**config.mk**
```make
export PLATFORM = sky130hd
export DESIGN_NAME = box_projection_uv_generator_flat
export DESIGN_NICKNAME = d
export VERILOG_FILES = /design/src/rtl/bpuv_pkg.sv /design/src/rtl/bpuv_ifs.sv /design/src/rtl/box_projection_uv_generator.sv /design/src/rtl/bpuv_bounds.sv /design/src/rtl/bpuv_classify.sv /design/src/rtl/bpuv_lane.sv /design/src/flat_wrapper.sv
export SDC_FILE = /design/constraint.sdc
export NUM_CORES = 2
export LEC_CHECK = 0
export BUFFER_PORTS_ARGS = -buffer_cell sky130_fd_sc_hd__buf_2
export CAP_MARGIN = 5
export CORE_UTILIZATION = 25
export CTS_CLUSTER_DIAMETER = 80
export DETAILED_ROUTE_END_ITERATION = 12
export HOLD_SLACK_MARGIN = 0.08
export PLACE_DENSITY = 0.51
export SLEW_MARGIN = 30
export SYNTH_ARGS = -nofsm -noshare
export SYNTH_HDL_FRONTEND = slang
export SYNTH_SLANG_ARGS = --single-unit
```
**constraint.sdc**
```tcl
create_clock -name clk -period 11.1 [get_ports clk]
set_input_delay 1.665 -clock clk [delete_from_list [all_inputs] [get_ports clk]]
set_output_delay 1.665 -clock clk [all_outputs]
set_load 0.03 [all_outputs]
```
**src/rtl/bpuv_pkg.sv**
```systemverilog
// shared constants, codes and types of the box projection uv generator
package bpuv_pkg;

	// field widths
	localparam int COORD_BITS = 16;
	localparam int RATIO_BITS = 16;
	localparam int NRM_BITS   = 16;
	localparam int SCALE_BITS = 16;
	localparam int UV_BITS    = 24;
	localparam int CMD_BITS   = 2;
	localparam int FACE_BITS  = 3;
	localparam int STAT_BITS  = 2;
	localparam int REG_BITS   = 2;

	// divider step counter holds the step count itself
	localparam int CNT_BITS   = $clog2(RATIO_BITS + 1);
	// ratio (with the exact one) times scale, and that product after the Q shift
	localparam int MUL_BITS   = RATIO_BITS + 1 + SCALE_BITS;
	localparam int SHIFT_BITS = MUL_BITS - (RATIO_BITS - 8);

	localparam logic [SCALE_BITS-1:0] SCALE_RESET = SCALE_BITS'(256);

	// commands
	localparam logic [CMD_BITS-1:0] CMD_CLEAR   = 2'd0;
	localparam logic [CMD_BITS-1:0] CMD_ADD     = 2'd1;
	localparam logic [CMD_BITS-1:0] CMD_PROJECT = 2'd2;

	// faces
	localparam logic [FACE_BITS-1:0] FACE_PX = 3'd0;
	localparam logic [FACE_BITS-1:0] FACE_NX = 3'd1;
	localparam logic [FACE_BITS-1:0] FACE_PY = 3'd2;
	localparam logic [FACE_BITS-1:0] FACE_NY = 3'd3;
	localparam logic [FACE_BITS-1:0] FACE_PZ = 3'd4;
	localparam logic [FACE_BITS-1:0] FACE_NZ = 3'd5;

	// status codes
	localparam logic [STAT_BITS-1:0] STAT_OK    = 2'd0;
	localparam logic [STAT_BITS-1:0] STAT_ZERO  = 2'd1;
	localparam logic [STAT_BITS-1:0] STAT_EMPTY = 2'd2;

	// register indexes
	localparam logic [REG_BITS-1:0] REG_SCALE_X = 2'd0;
	localparam logic [REG_BITS-1:0] REG_SCALE_Y = 2'd1;
	localparam logic [REG_BITS-1:0] REG_SCALE_Z = 2'd2;

	typedef logic signed [COORD_BITS-1:0] coord_t;
	typedef logic signed [NRM_BITS-1:0]   nrm_t;

	// bounding box as seen by the projection side
	typedef struct packed {
		coord_t min_x;
		coord_t min_y;
		coord_t min_z;
		coord_t max_x;
		coord_t max_y;
		coord_t max_z;
		logic   empty;
	} bounds_t;

	// one projection lane's result
	typedef struct packed {
		logic               done;
		logic               zero;
		logic [UV_BITS-1:0] coord;
	} lane_res_t;

endpackage

```
**src/rtl/bpuv_ifs.sv**
```systemverilog
// valid/ready channel interfaces for vertex words and uv words
interface bpuv_in_if;
	logic                          valid;
	logic                          ready;
	logic [bpuv_pkg::CMD_BITS-1:0] command;
	bpuv_pkg::coord_t              pos_x;
	bpuv_pkg::coord_t              pos_y;
	bpuv_pkg::coord_t              pos_z;
	bpuv_pkg::nrm_t                nrm_x;
	bpuv_pkg::nrm_t                nrm_y;
	bpuv_pkg::nrm_t                nrm_z;

	modport source (output valid, command, pos_x, pos_y, pos_z, nrm_x, nrm_y, nrm_z,
		input ready);
	modport sink (input valid, command, pos_x, pos_y, pos_z, nrm_x, nrm_y, nrm_z,
		output ready);
endinterface

interface bpuv_out_if;
	logic                           valid;
	logic                           ready;
	logic [bpuv_pkg::UV_BITS-1:0]   tex_u;
	logic [bpuv_pkg::UV_BITS-1:0]   tex_v;
	logic [bpuv_pkg::FACE_BITS-1:0] face;
	logic [bpuv_pkg::STAT_BITS-1:0] status;

	modport source (output valid, tex_u, tex_v, face, status, input ready);
	modport sink (input valid, tex_u, tex_v, face, status, output ready);
endinterface

```
**src/rtl/box_projection_uv_generator.sv**
```systemverilog
// top level of the box projection uv generator
// Keeps a bounding box of vertex positions and turns project words into cube-face
// UV coordinates. Clear and add words are taken while the block is idle and give
// no result. A project word occupies the block from its acceptance to the next
// acceptance: its face is picked and registered, the axes are picked, the two
// bit-serial restoring dividers run side by side at one quotient bit per cycle,
// the scale multiply follows, and the output register is loaded once it is free.
// A finished UV word sits in the output register, so the next word may enter while
// it waits to be taken. Scale registers 0 to 2 (x, y, z, unsigned Q8.8) reset to
// 1.0 and are written through cfg_we, cfg_index and cfg_wdata; the user must write
// them only while the block is idle, as the block itself does not enforce it.
module box_projection_uv_generator (
	input  logic                            clk,
	input  logic                            arst_n,
	input  logic                            cfg_we,
	input  logic [bpuv_pkg::REG_BITS-1:0]   cfg_index,
	input  logic [bpuv_pkg::SCALE_BITS-1:0] cfg_wdata,
	bpuv_in_if.sink                         vtx,
	bpuv_out_if.source                      uv
);
	localparam logic [1:0] ST_IDLE = 2'd0;
	localparam logic [1:0] ST_SEL  = 2'd1;
	localparam logic [1:0] ST_RUN  = 2'd2;

	logic [1:0]                       state_q;
	logic [bpuv_pkg::SCALE_BITS-1:0]  scale_x_q, scale_y_q, scale_z_q;
	bpuv_pkg::coord_t                 pos_x_q, pos_y_q, pos_z_q;
	logic [bpuv_pkg::FACE_BITS-1:0]   face_q;
	logic                             out_vld_q;
	logic [bpuv_pkg::UV_BITS-1:0]     tex_u_q, tex_v_q;
	logic [bpuv_pkg::FACE_BITS-1:0]   out_face_q;
	logic [bpuv_pkg::STAT_BITS-1:0]   status_q;

	logic                             acc;
	logic                             do_clr, do_add, do_proj;
	logic [bpuv_pkg::FACE_BITS-1:0]   face_c;
	bpuv_pkg::bounds_t                bounds;
	bpuv_pkg::lane_res_t              lane_u, lane_v;
	bpuv_pkg::coord_t                 pu, lou, hiu, pv, lov, hiv;
	logic [bpuv_pkg::SCALE_BITS-1:0]  scu, scv;
	logic                             lane_start;
	logic                             load_out;

	// word acceptance
	assign vtx.ready = state_q == ST_IDLE;
	assign acc       = vtx.valid && vtx.ready;
	assign do_clr    = acc && vtx.command == bpuv_pkg::CMD_CLEAR;
	assign do_add    = acc && vtx.command == bpuv_pkg::CMD_ADD;
	assign do_proj   = acc && vtx.command == bpuv_pkg::CMD_PROJECT;

	// scale registers
	always_ff @(posedge clk or negedge arst_n) begin
		if (!arst_n) begin
			scale_x_q <= bpuv_pkg::SCALE_RESET;
			scale_y_q <= bpuv_pkg::SCALE_RESET;
			scale_z_q <= bpuv_pkg::SCALE_RESET;
		end else if (cfg_we) begin
			case (cfg_index)
				bpuv_pkg::REG_SCALE_X: scale_x_q <= cfg_wdata;
				bpuv_pkg::REG_SCALE_Y: scale_y_q <= cfg_wdata;
				bpuv_pkg::REG_SCALE_Z: scale_z_q <= cfg_wdata;
				default: ;
			endcase
		end
	end

	bpuv_bounds u_bounds (
		.clk    (clk),
		.arst_n (arst_n),
		.clr    (do_clr),
		.add    (do_add),
		.pos_x  (vtx.pos_x),
		.pos_y  (vtx.pos_y),
		.pos_z  (vtx.pos_z),
		.bounds (bounds)
	);

	bpuv_classify u_classify (
		.nrm_x (vtx.nrm_x),
		.nrm_y (vtx.nrm_y),
		.nrm_z (vtx.nrm_z),
		.face  (face_c)
	);

	// project word capture
	always_ff @(posedge clk) begin
		if (do_proj) begin
			pos_x_q <= vtx.pos_x;
			pos_y_q <= vtx.pos_y;
			pos_z_q <= vtx.pos_z;
			face_q  <= face_c;
		end
	end

	// axis pair for the chosen face
	always_comb begin
		if (face_q inside {bpuv_pkg::FACE_PX, bpuv_pkg::FACE_NX}) begin
			pu = pos_y_q; lou = bounds.min_y; hiu = bounds.max_y; scu = scale_y_q;
			pv = pos_z_q; lov = bounds.min_z; hiv = bounds.max_z; scv = scale_z_q;
		end else if (face_q inside {bpuv_pkg::FACE_PY, bpuv_pkg::FACE_NY}) begin
			pu = pos_x_q; lou = bounds.min_x; hiu = bounds.max_x; scu = scale_x_q;
			pv = pos_z_q; lov = bounds.min_z; hiv = bounds.max_z; scv = scale_z_q;
		end else begin
			pu = pos_x_q; lou = bounds.min_x; hiu = bounds.max_x; scu = scale_x_q;
			pv = pos_y_q; lov = bounds.min_y; hiv = bounds.max_y; scv = scale_y_q;
		end
	end

	assign lane_start = state_q == ST_SEL;

	bpuv_lane u_lane_u (
		.clk    (clk),
		.arst_n (arst_n),
		.start  (lane_start),
		.p      (pu),
		.lo     (lou),
		.hi     (hiu),
		.scale  (scu),
		.res    (lane_u)
	);

	bpuv_lane u_lane_v (
		.clk    (clk),
		.arst_n (arst_n),
		.start  (lane_start),
		.p      (pv),
		.lo     (lov),
		.hi     (hiv),
		.scale  (scv),
		.res    (lane_v)
	);

	assign load_out = state_q == ST_RUN && lane_u.done && lane_v.done
		&& (!out_vld_q || uv.ready);

	// control sequence
	always_ff @(posedge clk or negedge arst_n) begin
		if (!arst_n) begin
			state_q <= ST_IDLE;
		end else begin
			case (state_q)
				ST_IDLE: if (do_proj) state_q <= ST_SEL;
				ST_SEL:  state_q <= ST_RUN;
				ST_RUN:  if (load_out) state_q <= ST_IDLE;
				default: state_q <= ST_IDLE;
			endcase
		end
	end

	// output register valid
	always_ff @(posedge clk or negedge arst_n) begin
		if (!arst_n)
			out_vld_q <= 1'b0;
		else if (load_out)
			out_vld_q <= 1'b1;
		else if (uv.ready)
			out_vld_q <= 1'b0;
	end

	// output register payload
	always_ff @(posedge clk) begin
		if (load_out) begin
			out_face_q <= face_q;
			if (bounds.empty) begin
				tex_u_q  <= '0;
				tex_v_q  <= '0;
				status_q <= bpuv_pkg::STAT_EMPTY;
			end else begin
				tex_u_q  <= lane_u.coord;
				tex_v_q  <= lane_v.coord;
				status_q <= (lane_u.zero || lane_v.zero) ? bpuv_pkg::STAT_ZERO
					: bpuv_pkg::STAT_OK;
			end
		end
	end

	assign uv.valid  = out_vld_q;
	assign uv.tex_u  = tex_u_q;
	assign uv.tex_v  = tex_v_q;
	assign uv.face   = out_face_q;
	assign uv.status = status_q;

`ifndef SYNTHESIS
	// both lanes run the same number of steps
	a_lanes_lockstep: assert property (@(posedge clk) disable iff (!arst_n)
		lane_u.done == lane_v.done)
		else $error("uv lanes out of step");

	// a lane start drops the previous done
	a_start_clears: assert property (@(posedge clk) disable iff (!arst_n)
		state_q == ST_SEL |=> !lane_u.done && !lane_v.done)
		else $error("lane done not cleared by start");

	// an accepted project word moves to axis selection
	a_proj_seq: assert property (@(posedge clk) disable iff (!arst_n)
		do_proj |=> state_q == ST_SEL)
		else $error("project word not sequenced");

	// an empty box gives zero coordinates
	a_empty_zero: assert property (@(posedge clk) disable iff (!arst_n)
		out_vld_q && status_q == bpuv_pkg::STAT_EMPTY |-> tex_u_q == '0 && tex_v_q == '0)
		else $error("empty box gave nonzero uv");
`endif
endmodule

```
**src/rtl/bpuv_bounds.sv**
```systemverilog
// running axis-aligned bounding box of vertex positions
module bpuv_bounds (
	input  logic              clk,
	input  logic              arst_n,
	input  logic              clr,
	input  logic              add,
	input  bpuv_pkg::coord_t  pos_x,
	input  bpuv_pkg::coord_t  pos_y,
	input  bpuv_pkg::coord_t  pos_z,
	output bpuv_pkg::bounds_t bounds
);
	bpuv_pkg::coord_t min_x_q, min_y_q, min_z_q, max_x_q, max_y_q, max_z_q;
	logic             empty_q;

	// clear empties the box, the first add loads it, later adds grow it
	always_ff @(posedge clk or negedge arst_n) begin
		if (!arst_n) begin
			min_x_q <= '0;
			min_y_q <= '0;
			min_z_q <= '0;
			max_x_q <= '0;
			max_y_q <= '0;
			max_z_q <= '0;
			empty_q <= 1'b1;
		end else if (clr) begin
			min_x_q <= '0;
			min_y_q <= '0;
			min_z_q <= '0;
			max_x_q <= '0;
			max_y_q <= '0;
			max_z_q <= '0;
			empty_q <= 1'b1;
		end else if (add) begin
			empty_q <= 1'b0;
			if (empty_q || pos_x < min_x_q) min_x_q <= pos_x;
			if (empty_q || pos_y < min_y_q) min_y_q <= pos_y;
			if (empty_q || pos_z < min_z_q) min_z_q <= pos_z;
			if (empty_q || pos_x > max_x_q) max_x_q <= pos_x;
			if (empty_q || pos_y > max_y_q) max_y_q <= pos_y;
			if (empty_q || pos_z > max_z_q) max_z_q <= pos_z;
		end
	end

	assign bounds.min_x = min_x_q;
	assign bounds.min_y = min_y_q;
	assign bounds.min_z = min_z_q;
	assign bounds.max_x = max_x_q;
	assign bounds.max_y = max_y_q;
	assign bounds.max_z = max_z_q;
	assign bounds.empty = empty_q;
endmodule

```
**src/rtl/bpuv_classify.sv**
```systemverilog
// cube face pick from a normal by sign and magnitude compares
module bpuv_classify (
	input  bpuv_pkg::nrm_t                 nrm_x,
	input  bpuv_pkg::nrm_t                 nrm_y,
	input  bpuv_pkg::nrm_t                 nrm_z,
	output logic [bpuv_pkg::FACE_BITS-1:0] face
);
	logic [bpuv_pkg::NRM_BITS:0] ax, ay, az;
	logic                        nx, ny, nz;

	// magnitudes one bit wider so the most negative value fits
	assign nx = nrm_x[bpuv_pkg::NRM_BITS-1];
	assign ny = nrm_y[bpuv_pkg::NRM_BITS-1];
	assign nz = nrm_z[bpuv_pkg::NRM_BITS-1];
	assign ax = nx ? (bpuv_pkg::NRM_BITS+1)'(-$signed({nrm_x[bpuv_pkg::NRM_BITS-1], nrm_x}))
		: {1'b0, nrm_x};
	assign ay = ny ? (bpuv_pkg::NRM_BITS+1)'(-$signed({nrm_y[bpuv_pkg::NRM_BITS-1], nrm_y}))
		: {1'b0, nrm_y};
	assign az = nz ? (bpuv_pkg::NRM_BITS+1)'(-$signed({nrm_z[bpuv_pkg::NRM_BITS-1], nrm_z}))
		: {1'b0, nrm_z};

	// the largest magnitude picks the axis and its sign the face; ties go to the earlier face
	always_comb begin
		if (!nx && ax >= ay && ax >= az)
			face = bpuv_pkg::FACE_PX;
		else if (nx && ay <= ax && az <= ax)
			face = bpuv_pkg::FACE_NX;
		else if (!ny && ay >= ax && ay >= az)
			face = bpuv_pkg::FACE_PY;
		else if (ny && ax <= ay && az <= ay)
			face = bpuv_pkg::FACE_NY;
		else if (!nz && az >= ax && az >= ay)
			face = bpuv_pkg::FACE_PZ;
		else
			face = bpuv_pkg::FACE_NZ;
	end
endmodule

```
**src/rtl/bpuv_lane.sv**
```systemverilog
// one axis: bit-serial normalize against the box, then scale to q8.16
module bpuv_lane (
	input  logic                            clk,
	input  logic                            arst_n,
	input  logic                            start,
	input  bpuv_pkg::coord_t                p,
	input  bpuv_pkg::coord_t                lo,
	input  bpuv_pkg::coord_t                hi,
	input  logic [bpuv_pkg::SCALE_BITS-1:0] scale,
	output bpuv_pkg::lane_res_t             res
);
	localparam logic [1:0] LS_IDLE = 2'd0;
	localparam logic [1:0] LS_DIV  = 2'd1;
	localparam logic [1:0] LS_MUL  = 2'd2;

	localparam logic [1:0] MODE_ZERO = 2'd0;
	localparam logic [1:0] MODE_LOW  = 2'd1;
	localparam logic [1:0] MODE_HIGH = 2'd2;
	localparam logic [1:0] MODE_DIV  = 2'd3;

	localparam int CB = bpuv_pkg::COORD_BITS;
	localparam int RB = bpuv_pkg::RATIO_BITS;

	logic [1:0]                      state_q;
	logic [1:0]                      mode_q;
	logic [1:0]                      mode_d;
	logic [bpuv_pkg::CNT_BITS-1:0]   cnt_q;
	logic [CB-1:0]                   rem_q;
	logic [CB-1:0]                   den_q;
	logic [RB-1:0]                   quo_q;
	logic [bpuv_pkg::SCALE_BITS-1:0] scale_q;
	logic                            done_q;
	logic                            zero_q;
	logic [bpuv_pkg::UV_BITS-1:0]    coord_q;

	logic signed [CB:0]                span;
	logic signed [CB:0]                offs;
	logic [CB:0]                       shl;
	logic [CB:0]                       diff;
	logic                              qbit;
	logic [RB:0]                       ratio;
	logic [bpuv_pkg::MUL_BITS-1:0]     prod;
	logic [bpuv_pkg::SHIFT_BITS-1:0]   shifted;

	// span and offset one bit wider so any pair of positions fits
	assign span = $signed({hi[CB-1], hi}) - $signed({lo[CB-1], lo});
	assign offs = $signed({p[CB-1], p}) - $signed({lo[CB-1], lo});

	// case split taken at start
	always_comb begin
		if (hi <= lo)
			mode_d = MODE_ZERO;
		else if (p <= lo)
			mode_d = MODE_LOW;
		else if (p >= hi)
			mode_d = MODE_HIGH;
		else
			mode_d = MODE_DIV;
	end

	// one restoring step: remainder stays below the divisor
	assign shl  = {rem_q, 1'b0};
	assign diff = shl - {1'b0, den_q};
	assign qbit = shl >= {1'b0, den_q};

	// ratio in q1.RATIO_BITS (up to the exact one), then scale and drop to q8.16
	always_comb begin
		case (mode_q)
			MODE_ZERO: ratio = '0;
			MODE_LOW:  ratio = '0;
			MODE_HIGH: ratio = (RB+1)'(1) << RB;
			MODE_DIV:  ratio = {1'b0, quo_q};
			default:   ratio = '0;
		endcase
	end
	assign prod    = bpuv_pkg::MUL_BITS'(ratio) * bpuv_pkg::MUL_BITS'(scale_q);
	assign shifted = prod[bpuv_pkg::MUL_BITS-1:RB-8];

	// sequencer
	always_ff @(posedge clk or negedge arst_n) begin
		if (!arst_n) begin
			state_q <= LS_IDLE;
			cnt_q   <= '0;
			done_q  <= 1'b0;
		end else begin
			case (state_q)
				LS_IDLE: begin
					if (start) begin
						state_q <= LS_DIV;
						cnt_q   <= bpuv_pkg::CNT_BITS'(RB);
						done_q  <= 1'b0;
					end
				end
				LS_DIV: begin
					cnt_q <= cnt_q - 1'b1;
					if (cnt_q == bpuv_pkg::CNT_BITS'(1))
						state_q <= LS_MUL;
				end
				LS_MUL: begin
					state_q <= LS_IDLE;
					done_q  <= 1'b1;
				end
				default: state_q <= LS_IDLE;
			endcase
		end
	end

	// datapath
	always_ff @(posedge clk) begin
		if (state_q == LS_IDLE && start) begin
			mode_q  <= mode_d;
			rem_q   <= offs[CB-1:0];
			den_q   <= span[CB-1:0];
			scale_q <= scale;
			quo_q   <= '0;
		end else if (state_q == LS_DIV) begin
			rem_q <= qbit ? diff[CB-1:0] : shl[CB-1:0];
			quo_q <= {quo_q[RB-2:0], qbit};
		end else if (state_q == LS_MUL) begin
			zero_q  <= mode_q == MODE_ZERO;
			coord_q <= (|shifted[bpuv_pkg::SHIFT_BITS-1:bpuv_pkg::UV_BITS])
				? '1 : shifted[bpuv_pkg::UV_BITS-1:0];
		end
	end

	assign res.done  = done_q;
	assign res.zero  = zero_q;
	assign res.coord = coord_q;
endmodule

```
**src/flat_wrapper.sv**
```systemverilog
// flat-port wrapper written by rule: the top's interface ports become plain ports
module box_projection_uv_generator_flat 
  (clk, arst_n, cfg_we, cfg_index, cfg_wdata, vtx_valid, vtx_command, vtx_pos_x, vtx_pos_y, vtx_pos_z, vtx_nrm_x, vtx_nrm_y, vtx_nrm_z, vtx_ready, uv_valid, uv_tex_u, uv_tex_v, uv_face, uv_status, uv_ready);
  bpuv_in_if vtx_i ();
  bpuv_out_if uv_i ();
  input  logic clk;
  input  logic arst_n;
  input  logic cfg_we;
  input  logic [bpuv_pkg::REG_BITS-1:0] cfg_index;
  input  logic [bpuv_pkg::SCALE_BITS-1:0] cfg_wdata;
  input wire logic [$bits(vtx_i.valid)-1:0] vtx_valid;
  input wire logic [$bits(vtx_i.command)-1:0] vtx_command;
  input wire logic [$bits(vtx_i.pos_x)-1:0] vtx_pos_x;
  input wire logic [$bits(vtx_i.pos_y)-1:0] vtx_pos_y;
  input wire logic [$bits(vtx_i.pos_z)-1:0] vtx_pos_z;
  input wire logic [$bits(vtx_i.nrm_x)-1:0] vtx_nrm_x;
  input wire logic [$bits(vtx_i.nrm_y)-1:0] vtx_nrm_y;
  input wire logic [$bits(vtx_i.nrm_z)-1:0] vtx_nrm_z;
  output wire logic [$bits(vtx_i.ready)-1:0] vtx_ready;
  output wire logic [$bits(uv_i.valid)-1:0] uv_valid;
  output wire logic [$bits(uv_i.tex_u)-1:0] uv_tex_u;
  output wire logic [$bits(uv_i.tex_v)-1:0] uv_tex_v;
  output wire logic [$bits(uv_i.face)-1:0] uv_face;
  output wire logic [$bits(uv_i.status)-1:0] uv_status;
  input wire logic [$bits(uv_i.ready)-1:0] uv_ready;
  assign vtx_i.valid = vtx_valid;
  assign vtx_i.command = vtx_command;
  assign vtx_i.pos_x = vtx_pos_x;
  assign vtx_i.pos_y = vtx_pos_y;
  assign vtx_i.pos_z = vtx_pos_z;
  assign vtx_i.nrm_x = vtx_nrm_x;
  assign vtx_i.nrm_y = vtx_nrm_y;
  assign vtx_i.nrm_z = vtx_nrm_z;
  assign vtx_ready = vtx_i.ready;
  assign uv_valid = uv_i.valid;
  assign uv_tex_u = uv_i.tex_u;
  assign uv_tex_v = uv_i.tex_v;
  assign uv_face = uv_i.face;
  assign uv_status = uv_i.status;
  assign uv_i.ready = uv_ready;
  box_projection_uv_generator u_core (.clk(clk), .arst_n(arst_n), .cfg_we(cfg_we), .cfg_index(cfg_index), .cfg_wdata(cfg_wdata), .vtx(vtx_i), .uv(uv_i));
endmodule
```
==> flow_summary.yaml <==
clock_network:
  cts_buffers: 55
  clk_pin_slew_ns: 0.06
  clock-root-buffer: "clkbuf_16"
  htree_levels: 2
  post-cts-setup-buffers: 0
  clockBufferDepth: 3
  cts_tree: "yes"
  cts_resized: 0
  clkLatencyLatePin_ns: 0.65
  clock_sinks: 450
  hold_buffers: 0
global_routing:
  antenna_found_initial: 22
  track_usage_pct: 13.6
  grt_pass1_vias: 32800
  grt_max_degree: 64
  grt_overflow: 0
  grt_pass1_wl_mm: 193
route:
  viasPerCell: 4.51
  via_count: 31800
  met2WireLength_mm: 56.6
  dr.max_layer_used: "met4"
  met3_length_mm: 4.95
  drt_iter0_markers: 1589
  met1_length_mm: 58.8
  drc_errors: 0
  finalWirelength_mm: 123
  avgRoutedWirePerCell_um: 17.4
  dr.pass1.iters: 5
  antenna_left: 0
run_status:
  status: "completed"
sta:
  tns_ns: 0
  relSlewSlack_pct: 37.7
  max_slew.worst_pin.slew_ns: 0.928
  fin_skew_ns: 0.0291
  max_freq_mhz: 128
  timing.hold.ws_ns: 0.425
  finalCritPeriodShare_pct: 70.7
  rsz0062_at_grt: "false"
  setup_viol: 0
  hold_viol_final: 0
  fin_crit_ns: 7.84
  final_max_slew_viol_count: 0
critical_path:
  r2r_setup_slack_ns: 3.26
  cpMostUsedCell: "fa_1"
  timing.critical_path.cells: "and3_1, nand2_1, fa_1, fa_1, fa_1, inv_1, fa_1, fa_1, inv_1, fa_1, inv_1, ha_1, a21o_1, a21oi_1, o2bb2ai_1, nor4_1, a221o_1, o41a_1, a41o_1, xnor2_4, o21ai_0"
  worstSetupStartpointType: "flip-flop"
  r2r-start: "u_core.u_lane_u.mode_q[1]"
  cp_data_arrival_time_ns: 8.18
  max_stage_delay_ns: 0.70
  path_class: "reg2reg"
  cp_top_family: "adder cells"
  r2r-end: "u_core.u_lane_u.coord_q[0]"
  cp.required_ns: 11.44
  reg2reg_depth: 21
  endpoint_kind: "flip-flop"
  path_buf_inv: 3
  cp_slowest_cell: "and3_1"
  crit_fanout: 24
die:
  initial_core_util_pct: 25.1
  die_w_um: 425
  core_area_um2: 178000
  die_area_um2: 181000
  die_h_um: 425
  rows: 155
  io_pins: 176
min_path:
  holdPathStages: 0
  min_path_type: "reg2reg"
  hp-start: "u_core.face_q[0]"
  holdPathEnd: "u_core.uv.face[0]"
power_and_ir_drop:
  clock_power_share_pct: 47.0
  peakVddDrop_v: 0.000112
  swShare_pct: 23.8
  p_switching_w: 0.000944
  share_seq_of_total_power_pct: 45.8
  p_leak_nw: 23.2
  p_int_w: 0.00302
  p_per_area_nw_per_um2: 79.0
  pwr-share-comb_pct: 7.2
yosys:
  yosys_warnings: 0
  synth_ff_type: "edfxtp_1"
  synth_cell_types: 72
  avgSynthCellArea_um2: 9.85
  synth_area_um2: 44800
  synthArstFlopShare_pct: 36.4
  synthCells: 4550
  synth-edff-count: 254
  ys_seq_elements: 450
  seq_area_frac_synth_pct: 27.6
place:
  gp_congestion: 0.853
  dp_hpwl_mm: 97.1
  port_buffers: 175
final_layout:
  nNetsFinal: 5670
  drive_gt1_share_pct: 10.9
  syn_to_final_growth_pct: 12.0
job:
  timing.max_cap.violations: 0
==> registers in the layout (all words and copies together), names as in the netlist, 24 cells and up <==
register and count:
u_core.u_lane_u.coord_q 24, u_core.u_lane_v.coord_q 24, u_core.uv.tex_u 24, u_core.uv.tex_v 24
==> cells in the mapped netlist, drive strengths merged, types with 125 or more instances <==
| library cell | number | area, um2 |
|---|---|---|
| clkbuf | 155 | 582 |
| dfrtp | 160 | 4000 |
| fa | 420 | 8410 |
| o21ai | 171 | 863 |
| inv | 703 | 2640 |
| ha | 483 | 6040 |
| edfxtp | 254 | 7630 |
| nor2 | 142 | 533 |
| a21oi | 140 | 704 |
| mux2 | 179 | 2020 |
| nand2 | 466 | 1750 |
| nor2b | 125 | 782 |
| and2 | 232 | 1450 |
==> power by group through the flow <==
stage	Sequential (W)	Combinational (W)	Clock (W)
finish	0.00181	0.000285	0.00187
global route	0.00182	0.000324	0.00198
CTS	0.00181	0.000289	0.00192
detailed placement	0.00185	0.000287	0
global placement	0.00185	0.000279	0
floorplan	0.00184	0.000175	0
==> placed cells by master (no fill, tap or decap), types with 52 or more instances in the layout <==
| cell type | instances |
|---|---|
| a21oi_1 | 138 |
| nand3_1 | 52 |
| buf_2 | 174 |
| clkbuf_16 | 57 |
| dfrtp_1 | 160 |
| inv_1 | 701 |
| fa_1 | 420 |
| edfxtp_1 | 254 |
| ha_1 | 483 |
| and2_1 | 232 |
| a21o_1 | 97 |
| nor2b_1 | 122 |
| and3_1 | 72 |
| nor2_1 | 140 |
| mux2_2 | 179 |
| mux2i_1 | 92 |
| o21ai_0 | 162 |
| nand4_1 | 53 |
| nand2_1 | 466 |
| xnor2_1 | 79 |
| xor2_1 | 62 |
==> worst reg2reg max path, delay by kind of cell (launching register included) <==
kind            cells  cell delay [ns]
fa+ha+maj           7             3.34
compound gates      7             1.96
simple gates        3             0.97
flops               1             0.59
xor+xnor            1             0.52
buf+inv             3             0.15
==> final cells by class <==
type / count / area, um2
multi-input cells: 3233 / 29200
flip-flops and latches: 450 / 12400
well taps: 2355 / 2950
repair buffers: 203 / 1100
fillers: 18800 / 128000
inverters: 703 / 2640
diodes: 6 / 15.0
clock inverters: 28 / 312
clock buffers: 74 / 1570
==> per-layer routing <==
layer	global-route usage, %	vias up
li1	-	15300
met1	18.8	15800
met2	22.4	578
met3	1.84	136
met4	2.77	0
met5	0	-
==> cells by family (layout without fill, tap and decap cells) <==
logic type / Yosys count / count (layout) / synth area share (%)
AO/OA/AOI/OAI: 617 / 617 / 8.86
XOR/XNOR: 142 / 142 / 2.82
flip-flops: 450 / 450 / 27.6
AND/OR/NAND/NOR: 1294 / 1294 / 14.5
buffers and inverters: 871 / 1008 / 7.34
multiplexers: 271 / 271 / 6.55
other: 2 / 12 / 0.0168
adder cells (fa/ha/maj): 903 / 903 / 32.3
==> metrics by stage <==
stage               total power (W)  util, %  instance area (um2)  setup slack (ns)  std cells
floorplan                   0.00202        -                44800              4.03       4554
global placement            0.00213     27.1                48300              3.36       6942
detailed placement          0.00214     27.1                48300              3.21       6944
CTS                         0.00403     28.2                50200              3.20       7046
global route                0.00412     28.2                50200              2.73       7048
finish                      0.00397     28.2                50200              3.26       7052
==> worst max path at each step <==
stage,from,end,slack (ns),depth (start not counted)
finish,u_core.u_lane_u.mode_q[1],u_core.u_lane_u.coord_q[0],3.26,21
global route,u_core.u_lane_u.mode_q[0],u_core.u_lane_u.coord_q[0],2.73,21
CTS,u_core.u_lane_u.mode_q[0],u_core.u_lane_u.coord_q[0],3.20,21
detailed placement,u_core.u_lane_u.mode_q[0],u_core.u_lane_u.coord_q[0],3.21,21
global placement,u_core.u_lane_u.mode_q[0],u_core.u_lane_u.coord_q[1],3.36,21
floorplan,u_core.u_lane_u.mode_q[0],u_core.u_lane_u.coord_q[11],4.03,25
Power figures use the tool's default switching activity.
